[src/clnw_pkg.sv]
// Package for the character-LCD nibble writer: operation codes, LCD command bytes,
// wait times and the queue entry and strobe types.
// No dependencies.
package clnw_pkg;

  typedef enum logic [2:0] {
    OP_INIT    = 3'd0,
    OP_WRITE   = 3'd1,
    OP_GOTO    = 3'd2,
    OP_CLEAR   = 3'd3,
    OP_DISPLAY = 3'd4
  } op_e;

  localparam logic [3:0]  INIT_NIBBLE     = 4'h2;
  localparam logic [7:0]  CMD_FUNC_SET    = 8'h2C;
  localparam logic [7:0]  CMD_DISP_PLAIN  = 8'h0C;
  localparam logic [7:0]  CMD_CLEAR       = 8'h01;
  localparam logic [7:0]  CMD_ENTRY_MODE  = 8'h06;
  localparam logic [7:0]  CMD_SET_ADDR    = 8'h80;
  localparam logic [7:0]  CMD_DISP_ON     = 8'h0D;
  localparam logic [7:0]  CMD_DISP_OFF    = 8'h09;
  localparam logic [7:0]  CHAR_NEWLINE    = 8'd10;
  localparam logic [7:0]  COLUMN_MAX      = 8'd255;

  localparam logic [5:0]  WAIT_GOTO       = 6'd50;
  localparam logic [10:0] WAIT_NORMAL     = 11'd45;
  localparam logic [10:0] WAIT_CLEAR      = 11'd2000;

  localparam int unsigned INIT_STEPS      = 11;
  localparam int unsigned STEP_W          = $clog2(INIT_STEPS);
  localparam logic [STEP_W-1:0] INIT_LAST_STEP = STEP_W'(INIT_STEPS - 1);

  localparam int unsigned QUEUE_DEPTH     = 2;
  localparam int unsigned QPTR_W          = $clog2(QUEUE_DEPTH);
  localparam int unsigned QCNT_W          = $clog2(QUEUE_DEPTH + 1);

  typedef struct packed {
    logic       is_init;
    logic       reg_select;
    logic [7:0] data;
    logic       is_goto;
    logic       is_clear;
  } cmd_t;

  typedef struct packed {
    logic        reg_select;
    logic [3:0]  bus_nibble;
    logic [5:0]  wait_before_us;
    logic [10:0] wait_after_us;
    logic        last_write;
  } strobe_t;

  // Command bytes that follow the lone nibble of the init sequence.
  function automatic logic [7:0] init_byte(logic [2:0] k);
    logic [7:0] b;
    case (k)
      3'd0:    b = CMD_FUNC_SET;
      3'd1:    b = CMD_FUNC_SET;
      3'd2:    b = CMD_DISP_PLAIN;
      3'd3:    b = CMD_CLEAR;
      default: b = CMD_ENTRY_MODE;
    endcase
    return b;
  endfunction

  function automatic strobe_t init_strobe(logic [STEP_W-1:0] step);
    strobe_t         s;
    logic [STEP_W-1:0] idx;
    logic [7:0]      b;
    idx = step - 1'b1;
    b = init_byte(3'(idx[STEP_W-1:1]));
    s.reg_select = 1'b0;
    s.wait_before_us = '0;
    s.last_write = (step == INIT_LAST_STEP);
    if (step == '0) begin
      s.bus_nibble = INIT_NIBBLE;
      s.wait_after_us = '0;
    end else if (!idx[0]) begin
      s.bus_nibble = b[7:4];
      s.wait_after_us = '0;
    end else begin
      s.bus_nibble = b[3:0];
      s.wait_after_us = (b == CMD_CLEAR) ? WAIT_CLEAR : WAIT_NORMAL;
    end
    return s;
  endfunction

endpackage

[src/clnw_op_if.sv]
// Handshake channel that carries one LCD operation per transfer.
// Depends on nothing.
interface clnw_op_if ();
  logic       valid;
  logic       ready;
  logic [2:0] operation;
  logic [7:0] char_code;
  logic [5:0] target_column;
  logic       target_row;
  logic       display_enable;

  modport source (output valid, operation, char_code, target_column, target_row,
                  display_enable, input ready);
  modport sink (input valid, operation, char_code, target_column, target_row,
                display_enable, output ready);
endinterface

[src/clnw_strobe_if.sv]
// Handshake channel that carries one LCD bus strobe per transfer.
// Depends on nothing.
interface clnw_strobe_if ();
  logic        valid;
  logic        ready;
  logic        reg_select;
  logic [3:0]  bus_nibble;
  logic [5:0]  wait_before_us;
  logic [10:0] wait_after_us;
  logic        last_write;

  modport source (output valid, reg_select, bus_nibble, wait_before_us, wait_after_us,
                  last_write, input ready);
  modport sink (input valid, reg_select, bus_nibble, wait_before_us, wait_after_us,
                last_write, output ready);
endinterface

[src/clnw_front.sv]
// Front part: accepts operations, keeps the cursor and turns each operation that needs
// one into a queue command. Depends on clnw_pkg and clnw_op_if.
module clnw_front import clnw_pkg::*; #(
  parameter int LINE2_COLUMNS = 8,
  parameter int ROW_STRIDE    = 64
) (
  input  logic         clk_i,
  input  logic         rst_ni,
  clnw_op_if.sink      op_i,
  input  logic         q_full_i,
  output logic         push_o,
  output cmd_t         cmd_o
);

  logic [7:0] col_q, col_d;
  logic       row_q, row_d;
  logic       accept;
  logic       make;
  logic [7:0] row_base;
  logic [7:0] goto_col;
  logic       goto_row;

  assign op_i.ready = !q_full_i;
  assign accept = op_i.valid && op_i.ready;

  always_comb begin
    col_d    = col_q;
    row_d    = row_q;
    make     = 1'b0;
    cmd_o    = '0;
    goto_col = {2'b00, op_i.target_column};
    goto_row = op_i.target_row;
    unique case (op_e'(op_i.operation))
      OP_INIT: begin
        make = 1'b1;
        cmd_o.is_init = 1'b1;
        col_d = '0;
        row_d = 1'b0;
      end
      OP_WRITE: begin
        if (op_i.char_code == CHAR_NEWLINE) begin
          goto_col = '0;
          goto_row = 1'b1;
          if (!row_q) begin
            make = 1'b1;
            cmd_o.is_goto = 1'b1;
            col_d = '0;
            row_d = 1'b1;
          end
        end else if (!(row_q && col_q == 8'(LINE2_COLUMNS))) begin
          make = 1'b1;
          cmd_o.reg_select = 1'b1;
          cmd_o.data = op_i.char_code;
          if (col_q != COLUMN_MAX) begin
            col_d = col_q + 8'd1;
          end
        end
      end
      OP_GOTO: begin
        make = 1'b1;
        cmd_o.is_goto = 1'b1;
        col_d = goto_col;
        row_d = goto_row;
      end
      OP_CLEAR: begin
        make = 1'b1;
        cmd_o.is_clear = 1'b1;
        cmd_o.data = CMD_CLEAR;
        col_d = '0;
        row_d = 1'b0;
      end
      OP_DISPLAY: begin
        make = 1'b1;
        cmd_o.data = op_i.display_enable ? CMD_DISP_ON : CMD_DISP_OFF;
      end
      default: begin
        make = 1'b0;
      end
    endcase
    row_base = goto_row ? 8'(ROW_STRIDE) : 8'd0;
    if (cmd_o.is_goto) begin
      cmd_o.data = (row_base + goto_col) | CMD_SET_ADDR;
    end
  end

  assign push_o = accept && make;

  always_ff @(posedge clk_i or negedge rst_ni) begin
    if (!rst_ni) begin
      col_q <= '0;
      row_q <= 1'b0;
    end else if (accept) begin
      col_q <= col_d;
      row_q <= row_d;
    end
  end

endmodule

[src/clnw_queue.sv]
// Short command queue between the front and back parts.
// Depends on clnw_pkg.
module clnw_queue import clnw_pkg::*; (
  input  logic clk_i,
  input  logic rst_ni,
  input  logic push_i,
  input  cmd_t cmd_i,
  output logic full_o,
  output logic valid_o,
  output cmd_t head_o,
  input  logic pop_i
);

  cmd_t              mem_q [QUEUE_DEPTH];
  logic [QPTR_W-1:0] wr_ptr_q, rd_ptr_q;
  logic [QCNT_W-1:0] cnt_q;

  assign full_o  = (cnt_q == QCNT_W'(QUEUE_DEPTH));
  assign valid_o = (cnt_q != '0);
  assign head_o  = mem_q[rd_ptr_q];

  always_ff @(posedge clk_i) begin
    if (push_i) begin
      mem_q[wr_ptr_q] <= cmd_i;
    end
  end

  always_ff @(posedge clk_i or negedge rst_ni) begin
    if (!rst_ni) begin
      wr_ptr_q <= '0;
      rd_ptr_q <= '0;
      cnt_q    <= '0;
    end else begin
      if (push_i) begin
        wr_ptr_q <= (wr_ptr_q == QPTR_W'(QUEUE_DEPTH - 1)) ? '0 : wr_ptr_q + 1'b1;
      end
      if (pop_i) begin
        rd_ptr_q <= (rd_ptr_q == QPTR_W'(QUEUE_DEPTH - 1)) ? '0 : rd_ptr_q + 1'b1;
      end
      if (push_i && !pop_i) begin
        cnt_q <= cnt_q + 1'b1;
      end else if (pop_i && !push_i) begin
        cnt_q <= cnt_q - 1'b1;
      end
    end
  end

`ifndef NO_ASSERTIONS
  a_no_overflow: assert property (@(posedge clk_i) disable iff (!rst_ni)
    !(push_i && full_o))
    else $error("Command pushed into a full queue.");
  a_no_underflow: assert property (@(posedge clk_i) disable iff (!rst_ni)
    !(pop_i && !valid_o))
    else $error("Command popped from an empty queue.");
  a_cnt_bound: assert property (@(posedge clk_i) disable iff (!rst_ni)
    cnt_q <= QCNT_W'(QUEUE_DEPTH))
    else $error("Queue fill count out of range.");
`endif

endmodule

[src/clnw_back.sv]
// Back part: serializes queued commands into nibble strobes into an output register.
// Depends on clnw_pkg and clnw_strobe_if.
module clnw_back import clnw_pkg::*; (
  input  logic          clk_i,
  input  logic          rst_ni,
  input  logic          q_valid_i,
  input  cmd_t          head_i,
  output logic          pop_o,
  clnw_strobe_if.source wr_o
);

  logic [STEP_W-1:0] step_q, step_d;
  strobe_t           out_q, cur;
  logic              out_valid_q;
  logic              advance;
  logic              load;

  always_comb begin
    if (head_i.is_init) begin
      cur = init_strobe(step_q);
    end else begin
      cur.reg_select = head_i.reg_select;
      if (!step_q[0]) begin
        cur.bus_nibble     = head_i.data[7:4];
        cur.wait_before_us = head_i.is_goto ? WAIT_GOTO : 6'd0;
        cur.wait_after_us  = '0;
        cur.last_write     = 1'b0;
      end else begin
        cur.bus_nibble     = head_i.data[3:0];
        cur.wait_before_us = '0;
        cur.wait_after_us  = head_i.is_clear ? WAIT_CLEAR : WAIT_NORMAL;
        cur.last_write     = 1'b1;
      end
    end
  end

  assign advance = !out_valid_q || wr_o.ready;
  assign load    = advance && q_valid_i;
  assign pop_o   = load && cur.last_write;

  always_comb begin
    step_d = step_q;
    if (pop_o) begin
      step_d = '0;
    end else if (load) begin
      step_d = step_q + 1'b1;
    end
  end

  always_ff @(posedge clk_i or negedge rst_ni) begin
    if (!rst_ni) begin
      step_q      <= '0;
      out_valid_q <= 1'b0;
    end else begin
      step_q <= step_d;
      if (advance) begin
        out_valid_q <= q_valid_i;
      end
    end
  end

  always_ff @(posedge clk_i) begin
    if (load) begin
      out_q <= cur;
    end
  end

  assign wr_o.valid          = out_valid_q;
  assign wr_o.reg_select     = out_q.reg_select;
  assign wr_o.bus_nibble     = out_q.bus_nibble;
  assign wr_o.wait_before_us = out_q.wait_before_us;
  assign wr_o.wait_after_us  = out_q.wait_after_us;
  assign wr_o.last_write     = out_q.last_write;

`ifndef NO_ASSERTIONS
  a_step_bound: assert property (@(posedge clk_i) disable iff (!rst_ni)
    step_q <= INIT_LAST_STEP)
    else $error("Strobe step counter out of range.");
  a_byte_steps: assert property (@(posedge clk_i) disable iff (!rst_ni)
    (q_valid_i && !head_i.is_init) |-> (step_q <= STEP_W'(1)))
    else $error("Byte command took more than two strobes.");
  a_pop_last: assert property (@(posedge clk_i) disable iff (!rst_ni)
    pop_o |=> (out_valid_q && out_q.last_write && step_q == '0))
    else $error("Command retired without a final strobe.");
`endif

endmodule

[src/char_lcd_nibble_writer_unit.sv]
// Top level of the character-LCD nibble writer: front, command queue and back.
// Depends on clnw_pkg, clnw_op_if, clnw_strobe_if, clnw_front, clnw_queue, clnw_back.
// The block takes one LCD operation per transfer and emits 4-bit bus strobes, high
// nibble first, each tagged with register select, wait times and an end-of-operation
// mark. The front accepts one operation per cycle while the two-entry command queue
// has room and updates the cursor at once; the back serializer emits one strobe per
// cycle while the strobe sink is ready, so a character, goto, clear or display command
// yields two strobes, init yields 11, and a dropped character or ignored operation is
// taken at the front but yields no strobes. Sustained throughput is set by the back serializer.
module char_lcd_nibble_writer_unit import clnw_pkg::*; #(
  parameter int LINE2_COLUMNS = 8,
  parameter int ROW_STRIDE    = 64
) (
  input  logic          clk_i,
  input  logic          rst_ni,
  clnw_op_if.sink       op_i,
  clnw_strobe_if.source wr_o
);

  logic push, full, q_valid, pop;
  cmd_t cmd, head;

  clnw_front #(
    .LINE2_COLUMNS(LINE2_COLUMNS),
    .ROW_STRIDE   (ROW_STRIDE)
  ) u_front (
    .clk_i   (clk_i),
    .rst_ni  (rst_ni),
    .op_i    (op_i),
    .q_full_i(full),
    .push_o  (push),
    .cmd_o   (cmd)
  );

  clnw_queue u_queue (
    .clk_i  (clk_i),
    .rst_ni (rst_ni),
    .push_i (push),
    .cmd_i  (cmd),
    .full_o (full),
    .valid_o(q_valid),
    .head_o (head),
    .pop_i  (pop)
  );

  clnw_back u_back (
    .clk_i    (clk_i),
    .rst_ni   (rst_ni),
    .q_valid_i(q_valid),
    .head_i   (head),
    .pop_o    (pop),
    .wr_o     (wr_o)
  );

endmodule
[src/flat_wrapper.sv]
// flat-port wrapper written by rule: the top's interface ports become plain ports
module char_lcd_nibble_writer_unit_flat import clnw_pkg::*;
#(
  parameter int LINE2_COLUMNS = 8,
  parameter int ROW_STRIDE    = 64
)
  (clk_i, rst_ni, op_i_valid, op_i_operation, op_i_char_code, op_i_target_column, op_i_target_row, op_i_display_enable, op_i_ready, wr_o_valid, wr_o_reg_select, wr_o_bus_nibble, wr_o_wait_before_us, wr_o_wait_after_us, wr_o_last_write, wr_o_ready);
  clnw_op_if op_i_i ();
  clnw_strobe_if wr_o_i ();
  input  logic clk_i;
  input  logic rst_ni;
  input wire logic [$bits(op_i_i.valid)-1:0] op_i_valid;
  input wire logic [$bits(op_i_i.operation)-1:0] op_i_operation;
  input wire logic [$bits(op_i_i.char_code)-1:0] op_i_char_code;
  input wire logic [$bits(op_i_i.target_column)-1:0] op_i_target_column;
  input wire logic [$bits(op_i_i.target_row)-1:0] op_i_target_row;
  input wire logic [$bits(op_i_i.display_enable)-1:0] op_i_display_enable;
  output wire logic [$bits(op_i_i.ready)-1:0] op_i_ready;
  output wire logic [$bits(wr_o_i.valid)-1:0] wr_o_valid;
  output wire logic [$bits(wr_o_i.reg_select)-1:0] wr_o_reg_select;
  output wire logic [$bits(wr_o_i.bus_nibble)-1:0] wr_o_bus_nibble;
  output wire logic [$bits(wr_o_i.wait_before_us)-1:0] wr_o_wait_before_us;
  output wire logic [$bits(wr_o_i.wait_after_us)-1:0] wr_o_wait_after_us;
  output wire logic [$bits(wr_o_i.last_write)-1:0] wr_o_last_write;
  input wire logic [$bits(wr_o_i.ready)-1:0] wr_o_ready;
  assign op_i_i.valid = op_i_valid;
  assign op_i_i.operation = op_i_operation;
  assign op_i_i.char_code = op_i_char_code;
  assign op_i_i.target_column = op_i_target_column;
  assign op_i_i.target_row = op_i_target_row;
  assign op_i_i.display_enable = op_i_display_enable;
  assign op_i_ready = op_i_i.ready;
  assign wr_o_valid = wr_o_i.valid;
  assign wr_o_reg_select = wr_o_i.reg_select;
  assign wr_o_bus_nibble = wr_o_i.bus_nibble;
  assign wr_o_wait_before_us = wr_o_i.wait_before_us;
  assign wr_o_wait_after_us = wr_o_i.wait_after_us;
  assign wr_o_last_write = wr_o_i.last_write;
  assign wr_o_i.ready = wr_o_ready;
  char_lcd_nibble_writer_unit #(.LINE2_COLUMNS(LINE2_COLUMNS), .ROW_STRIDE(ROW_STRIDE)) u_core (.clk_i(clk_i), .rst_ni(rst_ni), .op_i(op_i_i), .wr_o(wr_o_i));
endmodule
[config.mk]
export PLATFORM = sky130hd
export DESIGN_NAME = char_lcd_nibble_writer_unit_flat
export DESIGN_NICKNAME = d
export VERILOG_FILES = /design/src/clnw_pkg.sv /design/src/clnw_op_if.sv /design/src/clnw_strobe_if.sv /design/src/clnw_front.sv /design/src/clnw_queue.sv /design/src/clnw_back.sv /design/src/char_lcd_nibble_writer_unit.sv /design/src/flat_wrapper.sv
export SDC_FILE = /design/constraint.sdc
export NUM_CORES = 1
export LEC_CHECK = 0
export BUFFER_PORTS_ARGS = -buffer_cell sky130_fd_sc_hd__buf_2
export CORE_MARGIN = 5
export CORE_UTILIZATION = 51
export CTS_CLUSTER_DIAMETER = 80
export DETAILED_ROUTE_END_ITERATION = 10
export PLACE_DENSITY = 0.88
export SLEW_MARGIN = 10
export SYNTH_ARGS = -nofsm -noshare
export SYNTH_HDL_FRONTEND = slang
export SYNTH_SLANG_ARGS = --single-unit
[constraint.sdc]
create_clock -name clk_i -period 2.1 [get_ports clk_i]
set_input_delay 0.63 -clock clk_i [delete_from_list [all_inputs] [get_ports clk_i]]
set_output_delay 0.63 -clock clk_i [all_outputs]
set_load 0.02 [all_outputs]
After elaboration in Yosys (flattened, before gate mapping)
Memory sizes are Yosys's and may differ from the RTL's.
Index checks and enable logic that the tools add are counted.
{"block": "word_totals", "elab_cells": 108, "register_bits": 41, "n_memories": 1, "out_inout_bits": 25, "inputBits": 23, "ramBits": 24}
{"block": "classes", "reduce_logical": 25, "muxes": 45, "eq_ne": 17, "addsub": 8}
{"memory": "u_core.u_queue.mem_q", "words": 2, "word_bits": 12, "read_ports": 1, "rd_clocked_by_memory_dff": 0, "wr": 1, "line": "clnw_queue.sv:14", "source": "cmd_t mem_q [QUEUE_DEPTH];"}
{"cell": "8-bit 2-to-1 mux", "n": 6}
{"cell": "8-bit one-hot mux with 3 select lines", "n": 2}
{"cell": "11-bit 2-to-1 mux", "n": 4}
{"cell": "22-bit 2-to-1 mux", "n": 2}
{"cell": "6-bit 2-to-1 mux", "n": 3}
{"cell": "9-bit 2-to-1 mux", "n": 2}
{"cell": "6-bit one-hot mux with 3 select lines", "n": 1}
{"cell": "8-bit by 4-bit equality test with 1-bit output, second input constant", "n": 2}
{"cell": "4-bit 2-to-1 mux", "n": 4}
{"cell": "1-bit 2-to-1 mux", "n": 14}
{"cell": "3-bit by 2-bit equality test with 1-bit output, second input constant", "n": 4}
{"cell": "3-bit inequality test, second input constant", "n": 3}
{"cell": "8-bit by 1-bit adder with 8-bit output, second input constant", "n": 1}
{"cell": "8-bit by 1-bit equality test with 1-bit output, second input constant", "n": 1}
{"cell": "8-bit inequality test, second input constant", "n": 1}
{"cell": "7-bit adder", "n": 1}
{"cell": "1-bit logical AND", "n": 7}
{"cell": "7-bit 2-to-1 mux", "n": 1}
{"cell": "3-bit by 1-bit equality test with 1-bit output, second input constant", "n": 2}
{"cell": "3-bit zero test", "n": 2}
{"cell": "2-bit nonzero test", "n": 3}
{"cell": "2-bit OR reduction", "n": 3}
{"cell": "5-bit AND reduction", "n": 1}
{"cell": "4-bit by 1-bit adder with 4-bit output, second input constant", "n": 1}
{"cell": "18 further kinds", "n": 24}

Longest topological paths before layout
{"block": "depth", "word_depth": 14, "depth_mapped": 11, "ltp_nobuf": 11}

Cells and area by module
A second synthesis with hierarchy kept.
{"block": "unflattened", "cells_unflattened": 251, "hier_area_um2": 2870.3}
{"module": "clnw_queue", "cells_per_inst": 53, "seq_area_each_um2": 820.8, "n_inst": 1, "area_each_um2": 1089.8}
{"module": "clnw_back", "cells_per_inst": 89, "seq_area_each_um2": 395.4, "n_inst": 1, "area_each_um2": 892.1}
{"module": "clnw_front", "cells_per_inst": 109, "seq_area_each_um2": 225.2, "n_inst": 1, "area_each_um2": 888.4}

Worst setup path after synthesis
No wires, ideal clock.
{"block": "synth_timing", "kind": "input port to flip-flop", "from": "input port op_i_char_code[2]", "to": "register u_core.u_queue.cnt_q[1]", "setup_slack_ps": -313, "arrival_time_ps": 2334, "setup_ps": 79, "required_time_ps": 2021, "n_path_buf": 0, "cell_stages": 8, "cell_sequence": "or4b_4 nor2_8 a21oi_1 a32oi_2 inv_1 ha_1 nor2_1 xor2_1"}
{"block": "synth_via", "elab_chain_cells": 7, "elab_cells_between_ends": 9, "classes_between": "eq/ne: 1; mux: 3; reduce/logical: 5"}
{"element": "start: declaration", "line": "flat_wrapper.sv:14", "source": "input wire logic [$bits(op_i_i.char_code)-1:0] op_i_char_code;"}
{"element": "8-bit by 4-bit equality test with 1-bit output *", "line": "clnw_front.sv:41", "source": "if (op_i.char_code == CHAR_NEWLINE) begin"}
{"element": "1-bit 2-to-1 mux *", "line": "clnw_front.sv:41"}
{"element": "1-bit one-hot mux with 2 select lines *", "line": "clnw_front.sv:33", "source": "unique case (op_e'(op_i.operation))"}
{"element": "1-bit logical AND *", "line": "clnw_front.sv:86", "source": "assign push_o = accept && make;"}
{"element": "1-bit zero test", "line": "clnw_queue.sv:42", "source": "end else if (pop_i && !push_i) begin"}
{"element": "1-bit logical AND", "line": "clnw_queue.sv:42"}
{"element": "2-bit nonzero test (no line)"}
{"element": "end signal: assignment", "line": "clnw_queue.sv:41", "source": "cnt_q <= cnt_q + 1'b1;"}
{"element": "end signal: assignment", "line": "clnw_queue.sv:43", "source": "cnt_q <= cnt_q - 1'b1;"}
{"element": "end: declaration", "line": "clnw_queue.sv:16", "source": "logic [QCNT_W-1:0] cnt_q;"}
Every way passes the cells marked *; elsewhere a longest branch is shown, timed or not.
A chain may end at the register's enable or synchronous reset.

Worst setup path in the final report
{"block": "layout_timing", "from": "input port op_i_char_code[7]", "to": "register u_core.u_queue.cnt_q[1]"}
Same word-level chain as after synthesis.

==> metrics.md <==
| Metric | Value |
|---|---|
| Final antenna-violating net count | 0 |
| Crit path to | u_core.u_queue.cnt_q[1]$_DFFE_PN0P_ |
| Fin. max-slew vios | 0 |
| Via count | 2275 |
| WP data required | 2.34 ns |
| Pint | 2.74 mW |
| Clock power frac | 15.2% |
| Critical path launch point type | primary input |
| Post-layout net count | 354 |
| Yosys warns | 0 |
| Min Hold Slack | 0.256 ns |
| Final Cycle Share | 101% |
| Starting Density | 51.7% |
| GR Overflow Total | 0 |
| Initial antenna violation count | 0 |
| Worst setup path start | op_i_char_code[7] |
| FF+latch count, synth | 51 |
| PwrDens | 1300 mW/mm² |
| R2r endpoint | u_core.u_front.col_q[6]$_DFFE_PN0P_ |
| Comb pwr share | 45.2% |
| Commonest register cell after synthesis | edfxtp_1 |
| CORE AREA | 0.00544 mm² |
| Mapped cell area | 0.00281 mm² |
| Failing checks | setup timing |
| Seq. cell area | 0.00144 mm² |
| Reg2reg path depth | 7 |
| Most frequent cells in the layout | buf_2, buf_4, edfxtp_1 |
| Commonest non-fill, non-tap cell in the layout | buf_2 |
| Worst skew pair latency | 0.31 ns |
| Final HPWL DP | 4630 µm |
| H-Tree Level Count | 2 |
| Met1 usage | 20.4% |
| CTS max path bufs | 2 |
| Worst-path clk slew | 0.09 ns |
| Final Hold Fails | 0 |
| Net Sw Power | 1.78 mW |
| Total Routing Usage GR | 17.5% |
| Port bufs | 43 |
| Final setup vio count | 3 |
| First-pass GRT wire length | 10100 µm |
| I/O pin cnt | 48 |
| Worst setup EP type | flop |
| Hold/Removal Path Class | in2async |
| Drt pass-1 iters | 4 |
| Placer Congestion | 0.924 |
| CTS Sinks | 51 |
| Maxcap violations | 0 |
| Outcome | finished with violations |
| Unrepaired setup endpoints after global routing | yes |
| Die footprint | 0.00709 mm² |
| DRC Markers | 0 |
| Antenna diodes | 0 |
| Layout area overhead | 23.7% |
| Fin cells | 398 |
| Final worst slack | -0.0308 ns |
| # rows | 27 |
| Routed wire length | 6450 µm |
| Register area share after synthesis | 51.3% |
| Die Ht | 84.2 µm |
| Avg WL per Cell | 16.2 µm |
| CP arrival | 2.37 ns |
| Critical R2R Launch | u_core.u_front.col_q[4]$_DFFE_PN0P_ |
| Area occupied by multi-input gates | 0.00125 mm² |
| Switching share of power | 39.4% |
| Register share of total power | 39.6% |
| Number of global-route vias before repair | 2299 |
| Pleak | 1.47 nW |
| CTS tree | done |
| Iteration-0 DRC Markers | 128 |
| Cells after synthesis | 254 |
| R2r setup slk | 0 ns |
| Via density | 5.72 |
| Final Skew | 0.00582 ns |
| CTS Root Cell | clkbuf_8 |
| Maximum clock rate | 0.469 GHz |
| Die X | 84.2 µm |
| Number of synthesized flops with an enable pin | 33 |
| Inst Count DP | 382 |
| GR peak layer | met2 |
| Final min period | 2.13 ns |
| CTS buffer count | 5 |
| WS Path Type | in2reg |
| M2 GR Usage | 30.5% |
| Share of post-route cells with drive strength above 1 | 33.7% |
| Pin count of the biggest net entering global routing | 19 |
| Fill count | 408 |
| Worst Path Max Fanout | 2 |
| Syn Area/Cell | 11.1 µm² |
| Grt met3 use | 4.71% |
| Worst IR drop on VDD | 0.663 mV |
| Yosys cell types | 53 |
| Ys async rst share | 35.3% |
-- critical path, cell delays in order --
cell and delay (ns):
buf_6 0.09, or4b_4 0.58, nor2_8 0.14, a21oi_2 0.06, a32oi_2 0.19, inv_1 0.07, ha_2 0.18, xor2_1 0.13
nor2_1 0.13, xor2_1 0.15
-- synth_stat cells, drive strengths merged, types with 6 or more instances --
library cell,n,area [µm²]
mux2i,11,110
inv,16,60.1
buf,16,114
a21oi,13,65.1
ha,6,75.1
o21ai,17,85.1
nand2,15,56.3
edfxtp,33,991
dfrtp,18,450
nor2,22,98.9
xnor2,6,52.6
nor3,8,51.3
nor2b,8,50.1
-- metal layers --
layer	up-vias	share of wire [%]	routed length, µm
li1	1067	-	-
met1	1097	39	2500
met2	87	51	3320
met3	24	6.7	433
met4	0	3.1	201
met5	-	0	0
-- through the flow --
step	TNS, ns	power [mW]	area, µm²	worst slack (ns)	util, %
3_3_place_gp	-10.05	3.64	3230	-0.305	59.4
2_1_floorplan	-2.22	3.20	2830	-0.269	-
4_1_cts	-0.0320	4.43	3360	-0.0146	61.7
3_5_place_dp	-11.58	3.74	3230	-0.356	59.4
6_report	-0.0747	4.51	3480	-0.0308	63.9
5_1_grt	-0.323	4.80	3480	-0.158	63.9
-- sequential cells by signal, indices dropped and copies added (netlist names) --
register and flops:
u_core.u_queue.mem_q 24, u_core.u_front.col_q 8, u_core.u_back.step_q 4, u_core.u_back.wr_o.bus_nibble 4, u_core.u_back.wr_o.wait_after_us 2, u_core.u_queue.cnt_q 2, u_core.u_back.wr_o.last_write 1, u_core.u_back.wr_o.reg_select 1
u_core.u_back.wr_o.valid 1, u_core.u_back.wr_o.wait_before_us 1, u_core.u_front.row_q 1, u_core.u_queue.rd_ptr_q 1, u_core.u_queue.wr_ptr_q 1
-- timing repair --
item,CTS,global route
endpoints found under the setup margin,1,33
hold buffers,0,0
pin swaps,3,10
buffers inserted,2,6
gates resized for setup,0,18
gates cloned,0,1
-- logic make-up (layout without fill, tap and decap cells) --
| kind of cell | count (synthesis) | after routing | share of synthesized area, % |
|---|---|---|---|
| AO/OA/AOI/OAI | 62 | 62 | 15.9 |
| XOR/XNOR | 8 | 8 | 2.49 |
| adder cells (fa/ha/maj) | 6 | 6 | 2.67 |
| buffers and inverters | 36 | 105 | 6.72 |
| flip-flops | 51 | 51 | 51.3 |
| multiplexers | 13 | 13 | 5.12 |
| other | 1 | 4 | 0.133 |
| AND/OR/NAND/NOR | 77 | 77 | 15.7 |
-- layout make-up --
class | instances | share of cell area (%)
multi-input cells | 170 | 36.1
clock buffers | 5 | 1.98
clock inverters | 3 | 1.26
well taps | 72 | 2.59
flip-flops and latches | 51 | 41.5
repair buffers | 81 | 14.9
inverters | 16 | 1.73
-- power by group through the flow --
stage          sequential, mW  combinational [mW]  clock (mW)
2_1_floorplan            1.84                1.37           0
3_3_place_gp             1.76                1.88           0
3_5_place_dp             1.78                1.96           0
4_1_cts                  1.76                1.97       0.701
5_1_grt                  1.83                2.23       0.742
6_report                 1.79                2.04       0.688
-- worst min-delay path by stage --
stage / from / slack (ns) / endpoint
6_report: rst_ni / 0.26 / u_core.u_front.col_q[1]$_DFFE_PN0P_
4_1_cts: rst_ni / 0.26 / u_core.u_front.col_q[1]$_DFFE_PN0P_
3_3_place_gp: u_core.u_queue.wr_ptr_q$_DFFE_PN0N_ / 0.47 / u_core.u_queue.wr_ptr_q$_DFFE_PN0N_
5_1_grt: rst_ni / 0.28 / u_core.u_front.col_q[1]$_DFFE_PN0P_
2_1_floorplan: rst_ni / 0.33 / u_core.u_back.step_q[0]$_DFFE_PN0P_
3_5_place_dp: u_core.u_front.col_q[6]$_DFFE_PN0P_ / 0.48 / u_core.u_front.col_q[6]$_DFFE_PN0P_
Note: power is estimated with default switching activity, not from simulation.
